$ cat src/sv/dspg_pkg.sv
// Package with the shared types and constants of the DDA step-pulse generator.
`timescale 1ns / 1ps
`default_nettype none
package dspg_pkg;

  localparam int FIFO_DEPTH = 10;
  localparam int FILL_W     = $clog2(FIFO_DEPTH + 1);
  localparam int IDX_W      = (FIFO_DEPTH > 1) ? $clog2(FIFO_DEPTH) : 1;

  localparam int STEP_W = 16;
  localparam int ACC_W  = 17;
  localparam int RATE_W = 4;
  localparam int TICK_W = 7;

  localparam logic [TICK_W-1:0] GATE_TOP  = TICK_W'(100);
  localparam logic [TICK_W-1:0] GATE_HALF = TICK_W'(50);
  localparam logic [STEP_W-1:0] RATE_MAX  = STEP_W'(10);

  typedef enum logic [1:0] {
    MODE_TICK   = 2'd0,
    MODE_PUSH   = 2'd1,
    MODE_PRESET = 2'd2,
    MODE_LOAD   = 2'd3
  } mode_t;

  // Commands from the core logic to the command FIFO.
  typedef struct packed {
    logic              push;
    logic              pop;
    logic              clear;
    logic [STEP_W-1:0] data;
  } fifo_ctrl_t;

  // One result item.
  typedef struct packed {
    logic pulse;
    logic clk1;
    logic flag;
    logic wrap;
  } result_t;

endpackage
`default_nettype wire

$ cat src/sv/dspg_cmd_fifo.sv
// Command FIFO of step counts: shift register with saturating fill count.
`timescale 1ns / 1ps
`default_nettype none
module dspg_cmd_fifo (
  input  wire logic                       clk,
  input  wire logic                       rst_n,
  input  wire dspg_pkg::fifo_ctrl_t       ctrl,
  output logic [dspg_pkg::STEP_W-1:0]     head
);
  import dspg_pkg::*;

  logic [STEP_W-1:0] fifo_r [FIFO_DEPTH];
  logic [FILL_W-1:0] fill_r;
  logic [FILL_W-1:0] fill_nxt;
  logic [FILL_W-1:0] fill_inc;
  logic [IDX_W-1:0]  wr_idx;

  // A push into a full FIFO overwrites the last entry.
  always_comb begin
    fill_inc = (fill_r < FILL_W'(FIFO_DEPTH)) ? fill_r + FILL_W'(1) : fill_r;
    wr_idx   = IDX_W'(fill_inc - FILL_W'(1));
    fill_nxt = fill_r;
    if (ctrl.clear) begin
      fill_nxt = '0;
    end else if (ctrl.push) begin
      fill_nxt = fill_inc;
    end else if (ctrl.pop && (fill_r != '0)) begin
      fill_nxt = fill_r - FILL_W'(1);
    end
  end

  always_ff @(posedge clk) begin
    if (!rst_n || ctrl.clear) begin
      fill_r <= '0;
      for (int i = 0; i < FIFO_DEPTH; i++) begin
        fifo_r[i] <= '0;
      end
    end else begin
      fill_r <= fill_nxt;
      if (ctrl.push) begin
        fifo_r[wr_idx] <= ctrl.data;
      end else if (ctrl.pop) begin
        for (int i = 0; i < FIFO_DEPTH - 1; i++) begin
          fifo_r[i] <= fifo_r[i+1];
        end
        fifo_r[FIFO_DEPTH-1] <= '0;
      end
    end
  end

  // Entries at and above the fill count always hold zero, so an empty pop reads zero.
  assign head = fifo_r[0];

endmodule
`default_nettype wire

$ cat src/sv/dspg_core_logic.sv
// Gate counter, frame counter and DDA accumulator with their per-item update.
`timescale 1ns / 1ps
`default_nettype none
module dspg_core_logic (
  input  wire logic                       clk,
  input  wire logic                       rst_n,
  input  wire logic                       fire,
  input  wire logic [1:0]                 mode,
  input  wire logic                       enable,
  input  wire logic                       preset_held,
  input  wire logic [dspg_pkg::STEP_W-1:0] step_count,
  input  wire logic [dspg_pkg::STEP_W-1:0] period_n,
  input  wire logic [dspg_pkg::STEP_W-1:0] fifo_head,
  output dspg_pkg::fifo_ctrl_t            fifo_ctrl,
  output dspg_pkg::result_t               result
);
  import dspg_pkg::*;

  logic [TICK_W-1:0] tick_r, tick_nxt;
  logic              clk1_r, clk1_nxt;
  logic              ovf_r, ovf_nxt;
  logic [ACC_W-1:0]  frame_r, frame_nxt;
  logic [ACC_W-1:0]  acc_r, acc_nxt;
  logic [STEP_W-1:0] period_r, period_nxt;
  logic [RATE_W-1:0] rate_r, rate_nxt;

  logic [TICK_W-1:0] tick_inc;
  logic              gate_on;
  logic              wrap;
  logic              half_gate;
  logic [ACC_W-1:0]  frame_inc;
  logic              frame_pop;
  logic [ACC_W-1:0]  acc_sum;
  logic [RATE_W-1:0] head_rate;
  mode_t             mode_e;

  always_comb begin
    mode_e    = mode_t'(mode);
    head_rate = (fifo_head > RATE_MAX) ? RATE_W'(RATE_MAX) : fifo_head[RATE_W-1:0];

    tick_nxt   = tick_r;
    clk1_nxt   = clk1_r;
    ovf_nxt    = ovf_r;
    frame_nxt  = frame_r;
    acc_nxt    = acc_r;
    period_nxt = period_r;
    rate_nxt   = rate_r;

    fifo_ctrl       = '0;
    fifo_ctrl.data  = step_count;
    result          = '0;

    tick_inc  = tick_r + TICK_W'(1);
    wrap      = tick_inc > GATE_TOP;
    gate_on   = enable && !preset_held;
    half_gate = 1'b0;
    frame_inc = frame_r + ACC_W'(1);
    frame_pop = (frame_inc == {1'b0, period_r}) || (frame_inc == {period_r, 1'b0});
    acc_sum   = '0;

    case (mode_e)
      MODE_PUSH: begin
        fifo_ctrl.push = 1'b1;
      end
      MODE_PRESET: begin
        tick_nxt        = '0;
        frame_nxt       = '0;
        acc_nxt         = '0;
        rate_nxt        = '0;
        ovf_nxt         = 1'b0;
        fifo_ctrl.clear = 1'b1;
      end
      MODE_LOAD: begin
        fifo_ctrl.pop = 1'b1;
        period_nxt    = period_n;
        rate_nxt      = head_rate;
        acc_nxt       = ACC_W'(head_rate);
      end
      MODE_TICK: begin
        if (gate_on) begin
          tick_nxt  = wrap ? '0 : tick_inc;
          half_gate = tick_nxt <= GATE_HALF;
          if (tick_nxt == GATE_HALF) begin
            clk1_nxt = 1'b1;
          end else if (tick_nxt == GATE_TOP) begin
            clk1_nxt = 1'b0;
          end
          // The pulse uses the overflow of the previous tick.
          result.pulse = ovf_r && !half_gate;
          result.wrap  = wrap;
        end else begin
          clk1_nxt = 1'b0;
        end

        result.flag = frame_inc <= {1'b0, period_r};
        if (frame_pop) begin
          fifo_ctrl.pop = 1'b1;
          period_nxt    = period_n;
          rate_nxt      = head_rate;
        end
        // The wrap test uses the freshly latched period.
        frame_nxt = (frame_inc >= {period_nxt, 1'b0}) ? '0 : frame_inc;

        acc_sum = acc_r + ACC_W'(rate_nxt);
        if (acc_sum >= {1'b0, period_nxt}) begin
          acc_nxt = acc_sum - {1'b0, period_nxt};
          ovf_nxt = 1'b1;
        end else begin
          acc_nxt = acc_sum;
          ovf_nxt = 1'b0;
        end
      end
      default: begin
      end
    endcase

    result.clk1 = clk1_nxt;

    if (!fire) begin
      fifo_ctrl.push  = 1'b0;
      fifo_ctrl.pop   = 1'b0;
      fifo_ctrl.clear = 1'b0;
    end
  end

  always_ff @(posedge clk) begin
    if (!rst_n) begin
      tick_r   <= '0;
      clk1_r   <= 1'b0;
      ovf_r    <= 1'b0;
      frame_r  <= '0;
      acc_r    <= '0;
      period_r <= '0;
      rate_r   <= '0;
    end else if (fire) begin
      tick_r   <= tick_nxt;
      clk1_r   <= clk1_nxt;
      ovf_r    <= ovf_nxt;
      frame_r  <= frame_nxt;
      acc_r    <= acc_nxt;
      period_r <= period_nxt;
      rate_r   <= rate_nxt;
    end
  end

endmodule
`default_nettype wire

$ cat src/sv/dda_step_pulse_generator_core.sv
// Top level of the DDA step-pulse generator: handshake registers and configuration.
`timescale 1ns / 1ps
`default_nettype none
// The block takes one request per clock while the result side does not stall
// and returns exactly one result per request, presented on the result port
// from the result register: the request is captured in an input register,
// then, once the result slot is free, the gate counter, the frame counter, the
// command FIFO and the DDA accumulator are evaluated in one pass and the result
// register is loaded. A new request can follow in every cycle, so the
// sustained rate is one request per cycle, held back only when the result side
// stalls. Mode 0 is a tick, mode 1 pushes a step
// count into the ten-entry command FIFO (a push into a full FIFO replaces the
// last entry), mode 2 is a preset pulse that clears the counters, the
// accumulator, the rate and the FIFO, and mode 3 loads the first command.
// The period register is written through the cfg_ port and is copied into the
// active period at every command pop; write it only while no request is in
// flight. cfg_ready is always high.
module dda_step_pulse_generator_core (
  input  wire logic                        clk,
  input  wire logic                        rst_n,
  input  wire logic                        in_valid,
  output logic                             in_stall,
  input  wire logic [1:0]                  in_mode,
  input  wire logic                        in_enable,
  input  wire logic                        in_preset_held,
  input  wire logic [dspg_pkg::STEP_W-1:0] in_step_count,
  output logic                             out_valid,
  input  wire logic                        out_stall,
  output logic                             out_pulse_out,
  output logic                             out_clk1_out,
  output logic                             out_flag_out,
  output logic                             out_cycle_wrap,
  input  wire logic                        cfg_valid,
  output logic                             cfg_ready,
  input  wire logic [dspg_pkg::STEP_W-1:0] cfg_period_n
);
  import dspg_pkg::*;

  // Input register.
  logic              s1_valid_r;
  logic [1:0]        s1_mode_r;
  logic              s1_enable_r;
  logic              s1_preset_r;
  logic [STEP_W-1:0] s1_steps_r;

  // Result register.
  logic    out_valid_r;
  result_t out_r;

  logic [STEP_W-1:0] period_n_r;

  logic       out_free;
  logic       fire;
  fifo_ctrl_t fifo_ctrl;
  logic [STEP_W-1:0] fifo_head;
  result_t    result_nxt;

  // The result slot can take a new result when it is empty or being drained.
  assign out_free  = !out_valid_r || !out_stall;
  assign fire      = s1_valid_r && out_free;
  assign in_stall  = s1_valid_r && !out_free;
  assign cfg_ready = 1'b1;

  always_ff @(posedge clk) begin
    if (!rst_n) begin
      s1_valid_r  <= 1'b0;
      out_valid_r <= 1'b0;
      period_n_r  <= '0;
    end else begin
      if (!in_stall) begin
        s1_valid_r <= in_valid;
      end
      if (out_free) begin
        out_valid_r <= fire;
      end
      if (cfg_valid && cfg_ready) begin
        period_n_r <= cfg_period_n;
      end
    end
  end

  // Payload registers need no reset.
  always_ff @(posedge clk) begin
    if (in_valid && !in_stall) begin
      s1_mode_r   <= in_mode;
      s1_enable_r <= in_enable;
      s1_preset_r <= in_preset_held;
      s1_steps_r  <= in_step_count;
    end
    if (fire) begin
      out_r <= result_nxt;
    end
  end

  dspg_core_logic u_core (
    .clk         (clk),
    .rst_n       (rst_n),
    .fire        (fire),
    .mode        (s1_mode_r),
    .enable      (s1_enable_r),
    .preset_held (s1_preset_r),
    .step_count  (s1_steps_r),
    .period_n    (period_n_r),
    .fifo_head   (fifo_head),
    .fifo_ctrl   (fifo_ctrl),
    .result      (result_nxt)
  );

  dspg_cmd_fifo u_fifo (
    .clk   (clk),
    .rst_n (rst_n),
    .ctrl  (fifo_ctrl),
    .head  (fifo_head)
  );

  assign out_valid      = out_valid_r;
  assign out_pulse_out  = out_r.pulse;
  assign out_clk1_out   = out_r.clk1;
  assign out_flag_out   = out_r.flag;
  assign out_cycle_wrap = out_r.wrap;

endmodule
`default_nettype wire

$ cat config.mk
export PLATFORM = sky130hd
export DESIGN_NAME = dda_step_pulse_generator_core
export DESIGN_NICKNAME = d
export VERILOG_FILES = /design/src/sv/dspg_pkg.sv /design/src/sv/dspg_cmd_fifo.sv /design/src/sv/dspg_core_logic.sv /design/src/sv/dda_step_pulse_generator_core.sv
export SDC_FILE = /design/constraint.sdc
export NUM_CORES = 1
export LEC_CHECK = 0
export BUFFER_PORTS_ARGS = -buffer_cell sky130_fd_sc_hd__buf_2
export CAP_MARGIN = 20
export CORE_MARGIN = 5
export CORE_UTILIZATION = 30
export CTS_BUF_LIST = sky130_fd_sc_hd__clkbuf_16
export DETAILED_ROUTE_END_ITERATION = 12
export GPL_ROUTABILITY_DRIVEN = 0
export PLACE_DENSITY = 0.53
export SLEW_MARGIN = 30
export SYNTH_ARGS = -nofsm -noshare
export SYNTH_HDL_FRONTEND = slang
export SYNTH_SLANG_ARGS = --single-unit
$ cat constraint.sdc
create_clock -name clk -period 12.8 [get_ports clk]
set_input_delay 1.92 -clock clk [delete_from_list [all_inputs] [get_ports clk]]
set_output_delay 1.92 -clock clk [all_outputs]
set_load 0.02 [all_outputs]
==> results of run 1 <==
## worst max-delay path by stage
stage,endpoint,slack [ns],depth (start not counted)
after floorplan,u_core.acc_r[13],6.01,30
after global placement,u_core.acc_r[1],5.48,27
after detailed placement,u_core.acc_r[1],5.20,27
after CTS,u_core.acc_r[1],5.16,27
after global routing,u_core.acc_r[1],4.21,27
final,u_core.acc_r[1],5.08,27
## power groups by stage
stage          Clock (mW)  Combinational [mW]  Sequential, mW
2_1_floorplan           0               0.146           0.994
3_3_place_gp            0               0.184            1.01
3_5_place_dp            0               0.186            1.01
4_1_cts             0.928               0.187           0.989
5_1_grt             0.965               0.206           0.993
6_report            0.900               0.185           0.988
## final cells by class
| type | instances | area [µm²] | area share (%) |
|---|---|---|---|
| Multi-Input combinational cell | 895 | 6440 | 40.4 |
| Timing Repair Buffer | 56 | 305 | 1.92 |
| Clock buffer | 34 | 851 | 5.34 |
| Sequential cell | 269 | 7230 | 45.3 |
| Inverter | 42 | 158 | 0.989 |
| Clock inverter | 27 | 193 | 1.21 |
| Tap cell | 607 | 759 | 4.77 |
## stage by stage
stage | instance area (µm²) | total power, mW
2_1_floorplan | 14200 | 1.14
3_3_place_gp | 14900 | 1.19
3_5_place_dp | 14900 | 1.19
4_1_cts | 15900 | 2.10
5_1_grt | 15900 | 2.16
6_report | 15900 | 2.07
## tightest hold or removal path: stages (launching register included)
cell	delay (ns)
dfxtp_1	0.31
nand2_1	0.05
nand2_1	0.04
## cells by family after synthesis
kind of cell / count (synthesis)
compound gates: 351
xor+xnor: 61
fa+ha+maj: 64
buf+inv: 138
flops: 269
mux: 53
other cells: 1
simple gates: 365
## sequential cells by signal, summed over array words and instances, names as in the netlist
signal / cells
u_fifo.fifo_r: 160
s1_steps_r: 16
s1_preset_r: 1
u_core.clk1_r: 1
out_pulse_out: 1
u_core.ovf_r: 1
u_core.frame_r: 17
out_clk1_out: 1
u_fifo.fill_r: 4
s1_valid_r: 1
s1_enable_r: 1
u_core.period_r: 16
s1_mode_r: 2
period_n_r: 16
out_cycle_wrap: 1
out_flag_out: 1
out_valid: 1
u_core.acc_r: 17
u_core.tick_r: 7
u_core.rate_r: 4
## cells in the mapped netlist, drive strengths merged, types with 5 or more instances
cell and n:
o21ai 55, buf 53, nor4 8, mux2i 48
edfxtp 184, a22o 147, xor2 20, and2 14
o31ai 29, a21o 13, and3 30, nand2 88
nor2b 15, clkbuf 43, xnor2 39, nand3 45
nand4 16, nand2b 21, or2 5, o21a 8
nor4b 6, a21oi 40, ha 62, o211ai 6
a22oi 9, nor2 76, or3 5, inv 42
mux2 5, dfxtp 85, nor3 19
## per-layer routing
metal / vias to the layer above / GRT usage, %
li1: 4919 / -
met1: 4828 / 16.2
met2: 163 / 21.2
met3: 59 / 2.39
met4: 0 / 4.25
met5: - / 0
==> results.py, run 1 <==
metrics = {
    "sta": {
        "setup_tns_ns": 0,
        "worst_pin_slew_ns": 0.970,
        "fin_hold_ws_ns": 0.446,
        "finalCritPeriodShare_pct": 60.3,
        "hold_viol_final": 0,
        "rsz0062_at_grt": "no",
        "slew_headroom_pct": 35.4,
        "setup_viol": 0,
        "fin_ws_ns": 5.08,
        "slew_violations": 0,
        "max_freq_mhz": 130,
        "skew_ns": 0.0293,
        "min_period_ns": 7.72,
    },
    "run_status": {
        "status": "completed",
    },
    "global_routing": {
        "grt_max_degree": 91,
        "track_usage_pct": 12.5,
        "first_global_vias": 9999,
        "antenna_found_initial": 0,
        "grt_overflow": 0,
        "grt_pass1_wl_um": 54200,
    },
    "placed_design": {
        "post-place-cells": 1869,
        "portBuffers": 46,
        "place_worst_setup_slack_ns": 5.20,
        "post-dp-hpwl_um": 23600,
    },
    "worst_setup_path": {
        "r2r_end": "u_core.acc_r[1]",
        "critPathMaxStageDelay_ns": 0.55,
        "crit_required_ns": 13.26,
        "start_kind": "flip-flop",
        "critPathTopFamily": "simple AND/OR/NAND/NOR gates",
        "reg2reg_depth": 27,
        "slowest_stage": "nor3_1",
        "end_kind": "flip-flop",
        "cp_common_cell": "ha_1",
        "path_max_fanout": 18,
        "critical_path_buf_inv_count": 2,
        "cp.arrival_ns": 8.18,
        "path_class": "flip-flop to flip-flop",
        "rrSetupSlack_ns": 5.08,
        "r2r_start": "u_core.frame_r[0]",
        "setup.worst_path.start": "u_core.frame_r[0]",
    },
    "clocking": {
        "cts_num_sinks": 269,
        "cts_setup_buffers": 0,
        "tritoncts": "done",
        "cts_hold_buffers": 0,
        "clk_pin_slew_ns": 0.06,
        "cts_resized": 0,
        "numCtsBuffers": 34,
        "cts_root_buffer": "clkbuf_16",
        "cts_max_level": 2,
        "clk_path_buf_depth": 3,
        "clk_latency_ns": 0.55,
    },
    "run": {
        "drv_cap": 0,
    },
    "power_and_ir_drop": {
        "p_leak_nw": 6.21,
        "max-vdd-ir-drop_mv": 0.111,
        "p_seq_share_pct": 47.7,
        "power.density_nw_per_um2": 130,
        "p_switching_uw": 523,
        "combPwrFrac_pct": 8.9,
        "intPower_mw": 1.55,
        "clockPowerShare_pct": 43.4,
        "swShare_pct": 25.2,
    },
    "synth": {
        "synth_compound_area_share_pct": 18.5,
        "synthAdderAreaFrac_pct": 5.73,
        "synth_edf_count": 184,
        "synth_top_family_by_area": "compound AO/OA/AOI/OAI gates",
        "syn_area_um2": 14200,
        "synth-seq-cells": 269,
        "synth_warnings": 0,
        "synth-simple-area-share_pct": 13.1,
        "syn_avg_cell_area_um2": 10.9,
        "synth.yosys.seq_area_share_pct": 50.8,
        "synthMuxAreaShare_pct": 3.77,
        "synth_top_cell_by_area": "edfxtp_1",
        "async_flop_share_pct": 0,
        "yosys_most_used_dff": "edfxtp_1",
        "yosysUniqueCellTypes": 68,
        "synthesis.nets": 1407,
        "synth_top_area_share_pct": 38.8,
        "synthXorXnorAreaFrac_pct": 3.95,
        "synthCells": 1302,
        "ys_top_cells_by_area": "edfxtp_1, dfxtp_1, a22o_1",
    },
    "final_layout": {
        "layoutNonFillerInstCount": 1930,
        "mostFrequentLayoutCell": "edfxtp_1",
        "final_util_pct": 34.1,
        "syn_to_final_growth_pct": 12.0,
        "nets": 1403,
        "most-common-layout-cells": "edfxtp_1, a22o_1, nand2_1",
        "diodes": 0,
        "n_fill_cell": 4680,
        "drive_gt1_share_pct": 9.67,
    },
    "drt": {
        "wl_met2_um": 16000,
        "wl_met1_um": 15000,
        "wirelength_um": 33300,
        "drc": 0,
        "postRouteAntennaNets": 0,
        "vias": 9969,
        "vias_per_cell": 5.17,
        "dr_wl_met3_um": 1360,
        "first_pass_iters": 5,
        "routed.top_layer": "met4",
        "drtIter0Drc": 670,
        "wl_per_cell_um": 17.3,
    },
    "min_path": {
        "hold_depth": 2,
        "min_to": "u_core.rate_r[2]",
        "hp-class": "flip-flop to flip-flop",
        "min_from": "u_core.rate_r[2]",
    },
    "floorplanning": {
        "die_y_um": 228,
        "placementRows": 79,
        "fp.dieW_um": 228,
        "initial_core_util_pct": 30.4,
        "io_pins": 48,
        "dieArea_um2": 51900,
        "core-area_um2": 46800,
    },
}
No activity file was read; power rests on OpenSTA's default activity.
==> run 2: changes to the inputs <==
Settings changed: PLACE_DENSITY 0.53 to 0.55.
Clock period 12.8 ns to 6.8 ns, I/O delays scaled along.
==> run 2 against run 1 <==
Cell count rose by 0.98%; count of clock-buffer cells in the layout fell by 2; core utilization grew 0.32 points; critical endpoint unchanged; largest cell class unchanged.
==> results.py, run 2 (synthesis gave the netlist of run 1 again) <==
metrics = {
    "final_layout": {
        "drive_gt1_share_pct": 11.8,
        "seqCellArea_um2": 7230,
        "mostFrequentLayoutCell": "edfxtp_1",
        "largest_register_ffs": 160,
        "diodes": 0,
        "largest_register": "u_fifo.fifo_r",
        "nets": 1426,
        "n_fill_cell": 4670,
        "multi_input_comb_area_um2": 6480,
        "syn_to_final_growth_pct": 13.1,
        "reg_top3": "u_fifo.fifo_r x160, u_core.acc_r x17, u_core.frame_r x17",
        "most-common-layout-cells": "edfxtp_1, a22o_1, nand2_1",
    },
    "floorplanning": {
        "initial_core_util_pct": 30.4,
        "placementRows": 79,
        "die_y_um": 228,
        "core-area_um2": 46800,
        "dieArea_um2": 51900,
        "fp.dieW_um": 228,
        "io_pins": 48,
    },
    "sta": {
        "max_freq_mhz": 155,
        "setup_viol": 0,
        "finalCritPeriodShare_pct": 95.2,
        "skew_ns": 0.0118,
        "slew_headroom_pct": 41.0,
        "fin_ws_ns": 0.329,
        "min_period_ns": 6.47,
        "hold_viol_final": 0,
        "slew_violations": 0,
        "worst_pin_slew_ns": 0.874,
        "fin_hold_ws_ns": 0.446,
    },
    "worst_setup_path": {
        "path_max_fanout": 9,
        "path_class": "flip-flop to flip-flop",
        "cp_num_cells": 28,
        "rrSetupSlack_ns": 0.33,
        "reg2reg_depth": 28,
        "critPathTopFamily": "simple AND/OR/NAND/NOR gates",
        "start_kind": "flip-flop",
        "end_kind": "flip-flop",
        "cp_common_cell": "ha_1",
        "slowest_stage": "dfxtp_1",
        "critPathMaxStageDelay_ns": 0.47,
        "crit_required_ns": 7.30,
        "cp.arrival_ns": 6.97,
        "critical_path_buf_inv_count": 3,
    },
    "placed_design": {
        "portBuffers": 46,
        "post-dp-hpwl_um": 23700,
        "place_worst_setup_slack_ns": 0.0439,
    },
    "drt": {
        "vias": 10010,
        "drtIter0Drc": 680,
        "first_pass_iters": 5,
        "drc": 0,
        "wl_per_cell_um": 16.9,
        "vias_per_cell": 5.14,
        "postRouteAntennaNets": 0,
        "wirelength_um": 33000,
    },
    "global_routing": {
        "first_global_vias": 9773,
        "grt_pass1_wl_um": 52900,
        "grt_max_degree": 89,
        "track_usage_pct": 12.1,
        "grt_overflow": 0,
        "antenna_found_initial": 0,
    },
    "power_and_ir_drop": {
        "p_leak_nw": 6.29,
        "max-vdd-ir-drop_mv": 0.193,
        "power.density_nw_per_um2": 235,
        "finalPower_mw": 3.78,
    },
    "clocking": {
        "cts_max_level": 1,
        "cts_root_buffer": "clkbuf_16",
        "cts_num_sinks": 269,
        "tritoncts": "done",
        "cts_hold_buffers": 0,
        "clk_pin_slew_ns": 0.06,
        "numCtsBuffers": 31,
        "clk_path_buf_depth": 3,
        "clk_latency_ns": 0.58,
    },
    "run_status": {
        "status": "completed",
    },
    "run": {
        "drv_cap": 0,
    },
    "min_path": {
        "hold_depth": 2,
        "hp-class": "flip-flop to flip-flop",
    },
}
[run 2: changes by cell type in the layout (fill, tap and decap cells not counted), sizes merged]
cell | previous run | this run
buf | 56 | 82
inv | 52 | 49
clkbuf | 34 | 32
clkinv | 15 | 13
[run 2: worst min-delay path: stages, from the launching register on]
cell	delay (ns)
dfxtp_1	0.31
nand2_1	0.06
nand2_1	0.04
[run 2: metal layers]
metal	GRT usage, %	vias to the layer above	part of all wire (%)
met3	2.48	56	5.3
li1	-	4956	-
met1	15.9	4785	45
met2	20.5	213	48
met4	3.37	0	2.5
met5	0	-	0
[run 2: layout make-up]
type,count,share of cell area [%]
Clock inverter,22,0.871
Tap cell,607,4.72
Sequential cell,269,44.9
Timing Repair Buffer,82,3.19
Multi-Input combinational cell,895,40.3
Clock buffer,32,4.98
Inverter,42,0.980
[run 2: path summary, 6_finish.rpt]
check,startpoint,to
worst max register to register,u_core.frame_r[9],u_core.acc_r[1]
worst min register to register,u_core.rate_r[2],u_core.rate_r[2]
worst max-delay path,u_core.frame_r[9],u_core.acc_r[1]
worst min-delay path,u_core.rate_r[2],u_core.rate_r[2]
[run 2: timing repair]
action                                  in CTS  in global routing
endpoints found under the setup margin       0                 18
resized for setup                            0                 16
buffers inserted                             0                  7
[run 2: power breakdown]
group,internal (mW),switching [mW]
Clock,0.884,0.674
Combinational,0.145,0.216
Sequential,1.82,0.0413
[run 2: through the flow]
stage / instances / area (µm²) / TNS (ns) / utilization [%]
2_1_floorplan: 1302 / 14200 / 0 / -
3_3_place_gp: 1888 / 15000 / 0 / 32.2
3_5_place_dp: 1888 / 15000 / 0 / 32.2
4_1_cts: 1942 / 16000 / 0 / 34.2
5_1_grt: 1949 / 16100 / -0.0975 / 34.4
6_report: 1949 / 16100 / 0 / 34.4
